### config.mk
export PLATFORM = sky130hd
export DESIGN_NAME = byte_ring_fifo_unit_flat
export DESIGN_NICKNAME = d
export VERILOG_FILES = /design/src/sv/brf_pkg.sv /design/src/sv/brf_req_if.sv /design/src/sv/brf_rsp_if.sv /design/src/sv/brf_ram.sv /design/src/sv/brf_ctrl.sv /design/src/sv/brf_datapath.sv /design/src/sv/byte_ring_fifo_unit.sv /design/src/flat_wrapper.sv
export VERILOG_INCLUDE_DIRS = /design/src /design/src/sv
export SDC_FILE = /design/constraint.sdc
export NUM_CORES = 2
export LEC_CHECK = 0
export BUFFER_PORTS_ARGS = -buffer_cell sky130_fd_sc_hd__buf_2
export CELL_PAD_IN_SITES_DETAIL_PLACEMENT = 0
export CELL_PAD_IN_SITES_GLOBAL_PLACEMENT = 1
export CORE_ASPECT_RATIO = 1.75
export CORE_UTILIZATION = 48
export CTS_CLUSTER_DIAMETER = 200
export DETAILED_ROUTE_END_ITERATION = 7
export GPL_TIMING_DRIVEN = 0
export PLACE_DENSITY_LB_ADDON = 0.12
export SLEW_MARGIN = 20
export SYNTH_ARGS = -nofsm -noshare
export SYNTH_HDL_FRONTEND = slang
export SYNTH_SLANG_ARGS = --single-unit
### constraint.sdc
create_clock -name clock -period 6.7 [get_ports clock]
set_input_delay 0.67 -clock clock [delete_from_list [all_inputs] [get_ports clock]]
set_output_delay 0.67 -clock clock [all_outputs]
set_load 0.03 [all_outputs]
### src/sv/byte_ring_fifo_unit_assert.svh
// Assertion macros shared by the byte ring FIFO modules.
// No dependencies; taken in by `include where assertions are written.
`ifndef BYTE_RING_FIFO_UNIT_ASSERT_SVH
`define BYTE_RING_FIFO_UNIT_ASSERT_SVH

// The condition holds at every clock edge outside reset.
`define BRF_ASSERT_ALWAYS(label, clk, rst, cond, msg) \
   label: assert property (@(posedge clk) disable iff (rst) (cond)) else $error(msg);

// The consequent holds in the same cycle as the antecedent.
`define BRF_ASSERT_IMPLY(label, clk, rst, ante, cons, msg) \
   label: assert property (@(posedge clk) disable iff (rst) (ante) |-> (cons)) \
      else $error(msg);

// The consequent holds in the cycle after the antecedent.
`define BRF_ASSERT_NEXT(label, clk, rst, ante, cons, msg) \
   label: assert property (@(posedge clk) disable iff (rst) (ante) |=> (cons)) \
      else $error(msg);

`endif

### src/sv/brf_pkg.sv
// Package of the byte ring FIFO: field widths, defaults, opcodes, controller types.
// No dependencies.
package brf_pkg;

   localparam int DEPTH_DEFAULT     = 256;
   localparam int MAX_BURST_DEFAULT = 16;

   localparam int OPCODE_W = 3;
   localparam int BYTE_W   = 8;
   localparam int COUNT_W  = 9;
   localparam int LEVEL_W  = 9;

   typedef enum logic [OPCODE_W-1:0] {
      OP_PUT        = 3'd0,
      OP_READ       = 3'd1,
      OP_PEEK       = 3'd2,
      OP_DISCARD    = 3'd3,
      OP_RESET_ALL  = 3'd4,
      OP_RESET_READ = 3'd5
   } opcode_type;

   typedef enum logic [1:0] {
      ST_IDLE,
      ST_SINGLE,
      ST_BURST
   } state_type;

   typedef struct packed {
      logic req_ready;
      logic accept;
      logic step;
      logic rsp_valid;
   } ctrl_cmd_type;

   typedef struct packed {
      logic req_valid;
      logic rsp_ready;
      logic burst_start;
      logic burst_last;
   } ctrl_status_type;

endpackage

### src/sv/brf_req_if.sv
// Request channel of the byte ring FIFO: handshake and operation fields.
// Depends on brf_pkg for the field widths.
interface brf_req_if;
   logic                          valid;
   logic                          ready;
   logic [brf_pkg::OPCODE_W-1:0]  opcode;
   logic [brf_pkg::BYTE_W-1:0]    data_byte;
   logic [brf_pkg::COUNT_W-1:0]   count;

   modport source (output valid, output opcode, output data_byte, output count,
                   input ready);
   modport sink   (input valid, input opcode, input data_byte, input count,
                   output ready);
endinterface

### src/sv/brf_rsp_if.sv
// Response channel of the byte ring FIFO: handshake and result fields.
// Depends on brf_pkg for the field widths.
interface brf_rsp_if;
   logic                          valid;
   logic                          ready;
   logic [brf_pkg::BYTE_W-1:0]    out_byte;
   logic                          byte_valid;
   logic [brf_pkg::LEVEL_W-1:0]   moved;
   logic [brf_pkg::LEVEL_W-1:0]   fill_level;
   logic [brf_pkg::LEVEL_W-1:0]   free_space;
   logic                          last;

   modport source (output valid, output out_byte, output byte_valid, output moved,
                   output fill_level, output free_space, output last, input ready);
   modport sink   (input valid, input out_byte, input byte_valid, input moved,
                   input fill_level, input free_space, input last, output ready);
endinterface

### src/sv/brf_ram.sv
// Generic single-write, single-read RAM with a registered, enabled read port.
// No dependencies.
module brf_ram #(
   parameter int WIDTH = 8,
   parameter int DEPTH = 256
) (
   input  logic                     clock,
   input  logic                     wr_en,
   input  logic [$clog2(DEPTH)-1:0] wr_addr,
   input  logic [WIDTH-1:0]         wr_data,
   input  logic                     rd_en,
   input  logic [$clog2(DEPTH)-1:0] rd_addr,
   output logic [WIDTH-1:0]         rd_data
);

   logic [WIDTH-1:0] mem_ff [DEPTH];
   logic [WIDTH-1:0] rd_data_ff;

   always_ff @(posedge clock) begin
      if (wr_en) begin
         mem_ff[wr_addr] <= wr_data;
      end
      if (rd_en) begin
         rd_data_ff <= mem_ff[rd_addr];
      end
   end

   assign rd_data = rd_data_ff;

endmodule

### src/sv/brf_ctrl.sv
// Controller of the byte ring FIFO: takes a transaction, then presents one
// result or a burst of byte results. Depends on brf_pkg.
module brf_ctrl (
   input  logic                     clock,
   input  logic                     reset,
   input  brf_pkg::ctrl_status_type status,
   output brf_pkg::ctrl_cmd_type    cmd
);

   brf_pkg::state_type state_ff;
   brf_pkg::state_type state_in;

   always_ff @(posedge clock) begin
      if (reset) begin
         state_ff <= brf_pkg::ST_IDLE;
      end else begin
         state_ff <= state_in;
      end
   end

   always_comb begin
      state_in      = state_ff;
      cmd           = '0;
      unique case (state_ff)
         brf_pkg::ST_IDLE: begin
            cmd.req_ready = 1'b1;
            if (status.req_valid) begin
               cmd.accept = 1'b1;
               state_in   = status.burst_start ? brf_pkg::ST_BURST : brf_pkg::ST_SINGLE;
            end
         end
         brf_pkg::ST_SINGLE: begin
            cmd.rsp_valid = 1'b1;
            if (status.rsp_ready) begin
               state_in = brf_pkg::ST_IDLE;
            end
         end
         brf_pkg::ST_BURST: begin
            cmd.rsp_valid = 1'b1;
            if (status.rsp_ready) begin
               if (status.burst_last) begin
                  state_in = brf_pkg::ST_IDLE;
               end else begin
                  cmd.step = 1'b1;
               end
            end
         end
         default: begin
            state_in = brf_pkg::ST_IDLE;
         end
      endcase
   end

endmodule

### src/sv/brf_datapath.sv
// Datapath of the byte ring FIFO: ring indices, byte store, burst counter and
// result registers. Depends on brf_pkg, brf_ram and the assertion macros.
`include "byte_ring_fifo_unit_assert.svh"

module brf_datapath #(
   parameter int DEPTH     = brf_pkg::DEPTH_DEFAULT,
   parameter int MAX_BURST = brf_pkg::MAX_BURST_DEFAULT
) (
   input  logic                         clock,
   input  logic                         reset,
   input  brf_pkg::ctrl_cmd_type        cmd,
   output brf_pkg::ctrl_status_type     status,
   input  logic                         req_valid,
   input  logic [brf_pkg::OPCODE_W-1:0] req_opcode,
   input  logic [brf_pkg::BYTE_W-1:0]   req_data_byte,
   input  logic [brf_pkg::COUNT_W-1:0]  req_count,
   input  logic                         rsp_ready,
   output logic [brf_pkg::BYTE_W-1:0]   rsp_out_byte,
   output logic                         rsp_byte_valid,
   output logic [brf_pkg::LEVEL_W-1:0]  rsp_moved,
   output logic [brf_pkg::LEVEL_W-1:0]  rsp_fill_level,
   output logic [brf_pkg::LEVEL_W-1:0]  rsp_free_space,
   output logic                         rsp_last
);

   localparam int AW = $clog2(DEPTH);
   localparam int IW = AW + 1;
   localparam int BW = $clog2(MAX_BURST + 1);
   localparam int CW = (IW > BW) ? IW : BW;
   localparam int DW = (IW > brf_pkg::COUNT_W) ? IW : brf_pkg::COUNT_W;
   localparam logic [IW-1:0] DEPTH_IDX = IW'(DEPTH);
   localparam logic [BW-1:0] BURST_MAX = BW'(MAX_BURST);

   logic [IW-1:0] wr_idx_ff, wr_idx_in;
   logic [IW-1:0] rd_idx_ff, rd_idx_in;
   logic [IW-1:0] addr_ff, addr_in;
   logic [BW-1:0] remain_ff, remain_in;
   logic          byte_valid_ff, byte_valid_in;
   logic [brf_pkg::LEVEL_W-1:0] moved_ff, moved_in;
   logic [brf_pkg::LEVEL_W-1:0] fill_ff, fill_in;
   logic [brf_pkg::LEVEL_W-1:0] free_ff, free_in;

   logic [IW-1:0] fill_now;
   logic [IW-1:0] fill_after;
   logic          full;
   logic [BW-1:0] cnt_clamp;
   logic [BW-1:0] n_burst;
   logic [IW-1:0] n_disc;
   logic          is_burst_op;
   logic          ram_wr_en;
   logic          ram_rd_en;
   logic [AW-1:0] ram_rd_addr;
   logic [brf_pkg::BYTE_W-1:0] ram_rd_data;

   assign fill_now  = wr_idx_ff - rd_idx_ff;
   assign full      = (fill_now == DEPTH_IDX);
   assign cnt_clamp = (req_count > brf_pkg::COUNT_W'(MAX_BURST)) ? BURST_MAX
                                                                 : BW'(req_count);
   assign n_burst   = (CW'(cnt_clamp) > CW'(fill_now)) ? BW'(fill_now) : cnt_clamp;
   assign n_disc    = (DW'(req_count) > DW'(fill_now)) ? fill_now : IW'(req_count);

   assign is_burst_op = (req_opcode == brf_pkg::OP_READ) ||
                        (req_opcode == brf_pkg::OP_PEEK);

   assign status.req_valid   = req_valid;
   assign status.rsp_ready   = rsp_ready;
   assign status.burst_start = is_burst_op && (n_burst != '0);
   assign status.burst_last  = (remain_ff == BW'(1));

   always_comb begin
      wr_idx_in     = wr_idx_ff;
      rd_idx_in     = rd_idx_ff;
      addr_in       = addr_ff;
      remain_in     = remain_ff;
      byte_valid_in = byte_valid_ff;
      moved_in      = moved_ff;
      fill_in       = fill_ff;
      free_in       = free_ff;
      fill_after    = fill_now;
      ram_wr_en     = 1'b0;
      if (cmd.accept) begin
         byte_valid_in = 1'b0;
         moved_in      = '0;
         remain_in     = '0;
         addr_in       = rd_idx_ff + IW'(1);
         unique case (req_opcode)
            brf_pkg::OP_PUT: begin
               if (!full) begin
                  ram_wr_en  = 1'b1;
                  wr_idx_in  = wr_idx_ff + IW'(1);
                  fill_after = fill_now + IW'(1);
                  moved_in   = brf_pkg::LEVEL_W'(1);
               end
            end
            brf_pkg::OP_READ: begin
               rd_idx_in     = rd_idx_ff + IW'(n_burst);
               fill_after    = fill_now - IW'(n_burst);
               byte_valid_in = (n_burst != '0);
               remain_in     = n_burst;
            end
            brf_pkg::OP_PEEK: begin
               byte_valid_in = (n_burst != '0);
               remain_in     = n_burst;
            end
            brf_pkg::OP_DISCARD: begin
               rd_idx_in  = rd_idx_ff + n_disc;
               fill_after = fill_now - n_disc;
               moved_in   = brf_pkg::LEVEL_W'(n_disc);
            end
            brf_pkg::OP_RESET_ALL: begin
               wr_idx_in  = '0;
               rd_idx_in  = '0;
               fill_after = '0;
            end
            brf_pkg::OP_RESET_READ: begin
               rd_idx_in  = wr_idx_ff;
               fill_after = '0;
            end
            default: begin
               fill_after = fill_now;
            end
         endcase
         fill_in = brf_pkg::LEVEL_W'(fill_after);
         free_in = brf_pkg::LEVEL_W'(DEPTH_IDX - fill_after);
      end else if (cmd.step) begin
         addr_in   = addr_ff + IW'(1);
         remain_in = remain_ff - BW'(1);
      end
   end

   assign ram_rd_en   = (cmd.accept && is_burst_op) || cmd.step;
   assign ram_rd_addr = cmd.accept ? rd_idx_ff[AW-1:0] : addr_ff[AW-1:0];

   always_ff @(posedge clock) begin
      if (reset) begin
         wr_idx_ff     <= '0;
         rd_idx_ff     <= '0;
         remain_ff     <= '0;
         byte_valid_ff <= 1'b0;
      end else begin
         wr_idx_ff     <= wr_idx_in;
         rd_idx_ff     <= rd_idx_in;
         remain_ff     <= remain_in;
         byte_valid_ff <= byte_valid_in;
      end
   end

   always_ff @(posedge clock) begin
      addr_ff  <= addr_in;
      moved_ff <= moved_in;
      fill_ff  <= fill_in;
      free_ff  <= free_in;
   end

   brf_ram #(
      .WIDTH (brf_pkg::BYTE_W),
      .DEPTH (DEPTH)
   ) u_store (
      .clock   (clock),
      .wr_en   (ram_wr_en),
      .wr_addr (wr_idx_ff[AW-1:0]),
      .wr_data (req_data_byte),
      .rd_en   (ram_rd_en),
      .rd_addr (ram_rd_addr),
      .rd_data (ram_rd_data)
   );

   assign rsp_out_byte   = byte_valid_ff ? ram_rd_data : '0;
   assign rsp_byte_valid = byte_valid_ff;
   assign rsp_moved      = moved_ff;
   assign rsp_fill_level = fill_ff;
   assign rsp_free_space = free_ff;
   assign rsp_last       = byte_valid_ff ? (remain_ff == BW'(1)) : 1'b1;

   `BRF_ASSERT_ALWAYS(a_fill_bounded, clock, reset, fill_now <= DEPTH_IDX, "fill exceeds depth")
   `BRF_ASSERT_IMPLY(a_burst_has_bytes, clock, reset, byte_valid_ff, remain_ff != '0, "empty burst")
   `BRF_ASSERT_IMPLY(a_step_not_last, clock, reset, cmd.step, remain_ff > BW'(1), "step past end")
   `BRF_ASSERT_NEXT(a_put_advances, clock, reset, cmd.accept && ram_wr_en, wr_idx_ff == $past(wr_idx_ff) + 1'b1, "put lost")

endmodule

### src/sv/byte_ring_fifo_unit.sv
// Top level of the byte ring FIFO: controller, datapath and channel wiring.
// Depends on brf_pkg, brf_req_if, brf_rsp_if, brf_ctrl and brf_datapath.
//
//   Channel   Direction  Handshake      Carries
//   req_bus   in         valid/ready    opcode, data_byte, count
//   rsp_bus   out        valid/ready    out_byte, byte_valid, moved, levels, last
//
// A transaction is taken when valid meets ready, and its result is held in a
// register from the next cycle on. A read or peek presents one byte per cycle
// while the response is taken, from the single read port of the store, whose
// read data is registered.
// Reset is synchronous and empties the FIFO at once; the store needs no clearing.
// A stalled response holds the block; no new request is taken until the
// last result of the current one has been taken.
module byte_ring_fifo_unit #(
   parameter int DEPTH     = brf_pkg::DEPTH_DEFAULT,
   parameter int MAX_BURST = brf_pkg::MAX_BURST_DEFAULT
) (
   input  logic      clock,
   input  logic      reset,
   brf_req_if.sink   req_bus,
   brf_rsp_if.source rsp_bus
);

   brf_pkg::ctrl_cmd_type    cmd;
   brf_pkg::ctrl_status_type status;

   brf_ctrl u_ctrl (
      .clock  (clock),
      .reset  (reset),
      .status (status),
      .cmd    (cmd)
   );

   brf_datapath #(
      .DEPTH     (DEPTH),
      .MAX_BURST (MAX_BURST)
   ) u_datapath (
      .clock          (clock),
      .reset          (reset),
      .cmd            (cmd),
      .status         (status),
      .req_valid      (req_bus.valid),
      .req_opcode     (req_bus.opcode),
      .req_data_byte  (req_bus.data_byte),
      .req_count      (req_bus.count),
      .rsp_ready      (rsp_bus.ready),
      .rsp_out_byte   (rsp_bus.out_byte),
      .rsp_byte_valid (rsp_bus.byte_valid),
      .rsp_moved      (rsp_bus.moved),
      .rsp_fill_level (rsp_bus.fill_level),
      .rsp_free_space (rsp_bus.free_space),
      .rsp_last       (rsp_bus.last)
   );

   assign req_bus.ready = cmd.req_ready;
   assign rsp_bus.valid = cmd.rsp_valid;

endmodule

### src/flat_wrapper.sv
// flat-port wrapper written by rule: the top's interface ports become plain ports
module byte_ring_fifo_unit_flat 
#(
   parameter int DEPTH     = brf_pkg::DEPTH_DEFAULT,
   parameter int MAX_BURST = brf_pkg::MAX_BURST_DEFAULT
)
  (clock, reset, req_bus_valid, req_bus_opcode, req_bus_data_byte, req_bus_count, req_bus_ready, rsp_bus_valid, rsp_bus_out_byte, rsp_bus_byte_valid, rsp_bus_moved, rsp_bus_fill_level, rsp_bus_free_space, rsp_bus_last, rsp_bus_ready);
  brf_req_if req_bus_i ();
  brf_rsp_if rsp_bus_i ();
  input  logic clock;
  input  logic reset;
  input wire logic [$bits(req_bus_i.valid)-1:0] req_bus_valid;
  input wire logic [$bits(req_bus_i.opcode)-1:0] req_bus_opcode;
  input wire logic [$bits(req_bus_i.data_byte)-1:0] req_bus_data_byte;
  input wire logic [$bits(req_bus_i.count)-1:0] req_bus_count;
  output wire logic [$bits(req_bus_i.ready)-1:0] req_bus_ready;
  output wire logic [$bits(rsp_bus_i.valid)-1:0] rsp_bus_valid;
  output wire logic [$bits(rsp_bus_i.out_byte)-1:0] rsp_bus_out_byte;
  output wire logic [$bits(rsp_bus_i.byte_valid)-1:0] rsp_bus_byte_valid;
  output wire logic [$bits(rsp_bus_i.moved)-1:0] rsp_bus_moved;
  output wire logic [$bits(rsp_bus_i.fill_level)-1:0] rsp_bus_fill_level;
  output wire logic [$bits(rsp_bus_i.free_space)-1:0] rsp_bus_free_space;
  output wire logic [$bits(rsp_bus_i.last)-1:0] rsp_bus_last;
  input wire logic [$bits(rsp_bus_i.ready)-1:0] rsp_bus_ready;
  assign req_bus_i.valid = req_bus_valid;
  assign req_bus_i.opcode = req_bus_opcode;
  assign req_bus_i.data_byte = req_bus_data_byte;
  assign req_bus_i.count = req_bus_count;
  assign req_bus_ready = req_bus_i.ready;
  assign rsp_bus_valid = rsp_bus_i.valid;
  assign rsp_bus_out_byte = rsp_bus_i.out_byte;
  assign rsp_bus_byte_valid = rsp_bus_i.byte_valid;
  assign rsp_bus_moved = rsp_bus_i.moved;
  assign rsp_bus_fill_level = rsp_bus_i.fill_level;
  assign rsp_bus_free_space = rsp_bus_i.free_space;
  assign rsp_bus_last = rsp_bus_i.last;
  assign rsp_bus_i.ready = rsp_bus_ready;
  byte_ring_fifo_unit #(.DEPTH(DEPTH), .MAX_BURST(MAX_BURST)) u_core (.clock(clock), .reset(reset), .req_bus(req_bus_i), .rsp_bus(rsp_bus_i));
endmodule
==> metrics.txt <==
synth warn=0; I/O Buffers=62; compound-cell area share of the yosys netlist=0.0567; clock skew=between 40 and 50 ps; FF+latch count, synth=about 2100; final setup vio count=0; die height=about 560 um; vias per inst=6.14; post-synthesis async set-or-reset flop share=0; synthesized area=around 85000 um^2; Post-DRT Antenna Nets=0; Final Max Tran Viols=0; reg2reg start=u_core.u_ctrl.state_ff[0]$_SDFFE_PP0P_; WL per Instance=34.3 um; clock sink count=~2100; syn_nets=roughly 6000; Inst Count DP=around 8000; Max VDD drop=0.174 mV; post-synth top area share=0.740; Worst setup EP type=flip-flop; DRT Pass-1 Iters=6; leakage power=roughly 0.031 uW; H-tree depth=4; pwr/cell area=roughly 330 nW/um^2; Final Util=0.544; first-pass GRT wire length=just under 400000 um; Final period util=0.967; initial antenna violation count=16; final WL=between 200000 and 300000 um; routability-driven placement congestion ratio=0.985; Setup crit start=u_core.u_ctrl.state_ff[0]$_SDFFE_PP0P_; Crit Path Class=reg2reg; multiplexer area fraction after synthesis=0.0556; Post-Synth Adder-Cell Area=0.00819; vias in the first global route=52000; Most used DFF post-synth=edfxtp_1; post-synth cell types=75; Hold Slack=186 ps; Seq/Total Area, Yosys=0.746; grt total ovfl=0; critical path arrival=6970 ps; HPWL after detailed placement=210000 um; Syn Area/Cell=roughly 15 um^2; I/O Pins=63; row cnt=203; root cell of the clock tree=clkbuf_16; critical path cell sequence=inv_1 -> ha_1 -> nand2_1 -> mux2i_1 -> inv_1 -> nor2_2 -> buf_8 -> buf_2 -> buf_2 -> buf_1 -> a32oi_1 -> nand4_1 -> o2111ai_1 -> o221ai_1 -> o21ai_0; CP bufs+invs=6; DRT iter0 DRCs=5188; DRC Markers=0; Synth Area in XOR/XNOR=0.00440; die footprint=178000 um^2; Slew headroom=0.123; layout cell share with drive strength beyond 1=0.113; Mapped Cells=approximately 5800; crit path max-delay cell type=buf_1; startpoint types=flip-flop; CP top delay family=buffers and inverters; CP required=a little over 7000 ps; worst-margin pin slew=between 1000 and 1500 ps; Tightest Hold Check Type=in2reg; Final #Nets=between 6000 and 7000; critical path's largest stage delay=930 ps; GR Util All Layers=0.325; largest family of logic cells by synthesized area=simple AND/OR/NAND/NOR gates; Die X=between 300 and 400 um; Filler Cells Inserted=around 14000; Longest Clk Path Bufs=4; area added between synthesis and finish=12.3%; largest net degree at the start of global routing=111; Pwr Total=approximately 31000 uW; worst-path fanout max=10; via count=roughly 52000; final cell count without fillers=8470; Fmax achieved=roughly 0.15 GHz; Fin. Hold Viols=0; Post-Synth Simple-Gate Area=0.110; Clock Pin Slew Worst Setup and Hold Paths=~60 ps; Max Cap Viol=0; core area=around 180000 um^2; largest area contributor in the netlist=edfxtp_1; Area contributors post-synth=edfxtp_1 (74%), nand2_1 (5.7%), mux4_2 (3.4%); setup TNS=0 ps; initial core utilization=0.484; Num CTS Buffers=between 150 and 200; worst-skew pair later-pin latency=roughly 900 ps; outcome=finished clean; Tmin final=6480 ps; EDFF count, synth=2090; CTS tree=done; Hold Crit Start=reset
[cells by family (layout without fill, tap and decap cells)]
kind of cell,count (synthesis),count (layout)
buffers and inverters,410,862
other,0,8
AO/OA/AOI/OAI,635,635
adder cells (fa/ha/maj),54,54
multiplexers,311,311
AND/OR/NAND/NOR,2189,2189
XOR/XNOR,40,40
flip-flops,2116,2116
[metrics by stage]
step / cell area [um^2] / setup slack, ps
after global routing: 95300 / -10.0
after global placement: 88000 / -1220
after CTS: 95000 / -15.5
final: 95300 / 223
after detailed placement: 88900 / -1230
after floorplan: 84800 / 183
[worst min-delay path, stage by stage]
cell     delay (ps)
buf_2           110
or3_1           150
nand2_1          50
[sequential cells by signal (all words and copies together), names as in the netlist]
register / flops
u_core.u_datapath.addr_ff: 8
u_core.u_datapath.u_store.mem_ff: 2048
u_core.u_datapath.u_store.rd_data: 8
u_core.u_datapath.wr_idx_ff: 9
u_core.u_ctrl.state_ff: 2
u_core.u_datapath.rsp_free_space: 8
u_core.u_datapath.rsp_byte_valid: 1
u_core.u_datapath.rsp_fill_level: 9
u_core.u_datapath.remain_ff: 5
u_core.u_datapath.rsp_moved: 9
u_core.u_datapath.rd_idx_ff: 9
[cell usage in the layout (no fill, tap or decap), types with 9 or more instances in the layout]
master	synthesis	routed
edfxtp_1	2090	2090
nand2_1	1293	1277
nand3_1	319	318
nor2_1	324	316
clkbuf_1	249	278
clkbuf_16	0	196
mux2i_1	179	174
a31oi_1	166	165
a32oi_1	164	163
buf_2	82	139
mux4_2	128	128
and3_1	98	98
nand4_1	71	71
a221oi_1	64	64
ha_1	48	43
o22ai_1	46	42
clkinv_1	0	41
a311oi_1	39	39
o2111ai_1	36	36
inv_1	39	35
buf_4	4	32
buf_1	32	30
o21ai_0	30	29
clkinv_2	0	24
a21oi_1	29	23
xnor2_1	23	23
dfxtp_1	26	21
buf_16	0	19
bufinv_16	0	17
nand2_2	0	16
buf_8	0	15
xor2_1	14	14
and2_1	14	14
nor3_1	13	13
clkinvlp_4	0	11
nand2b_1	13	11
a21o_1	10	10
nor2b_1	9	9
[Yosys cell counts, types with 64 or more instances]
master / count
mux4_2: 128
a221oi_1: 64
clkbuf_1: 249
and3_1: 98
nand2_1: 1293
a32oi_1: 164
nand3_1: 319
buf_2: 82
edfxtp_1: 2090
nand4_1: 71
a31oi_1: 166
nor2_1: 324
mux2i_1: 179
[report_power, final]
group	total [uW]	internal, uW	switching [uW]
Clock	10900	6000	4850
Sequential	14600	14600	26.8
Combinational	5810	1560	4250
[path summary, 6_finish.rpt]
| check | to | slack (ps) | cells after the start |
|---|---|---|---|
| hold / removal | u_core.u_datapath.rsp_byte_valid$_SDFFE_PP0P_ | 190 | 3 |
| setup reg to reg | u_core.u_datapath.u_store.rd_data[3]$_DFFE_PP_ | 220 | 15 |
| setup / recovery | u_core.u_datapath.u_store.rd_data[3]$_DFFE_PP_ | 220 | 15 |
| hold reg to reg | u_core.u_ctrl.state_ff[0]$_SDFFE_PP0P_ | 490 | 2 |
[layer usage]
layer | part of all wire | GRT usage | wire, um
met1 | 0.33 | 0.337 | 94400
met2 | 0.52 | 0.582 | 151000
met3 | 0.059 | 0.0460 | 17000
met4 | 0.095 | 0.268 | 27600
met5 | 0.00012 | 0 | 34
[repair_timing]
action,CTS,global route
gates cloned,0,0
endpoints found under the setup margin,22,9
resized for setup,32,28
buffers inserted,7,14
pin swaps,7,20
hold buffers,0,0
[final cells by class]
type                    count  area (um^2)  share of cell area
flip-flops and latches   2116        63300               0.664
multi-input cells        3229        20200               0.212
clock buffers             232         5040              0.0529
well taps                2255         2820              0.0296
plain buffers             366         1500              0.0158
repair buffers            120         1260              0.0132
clock inverters           101          948             0.00995
inverters                  43          170             0.00179
diodes                      8         20.0            0.000210
No activity file was read; power rests on OpenSTA's default activity.
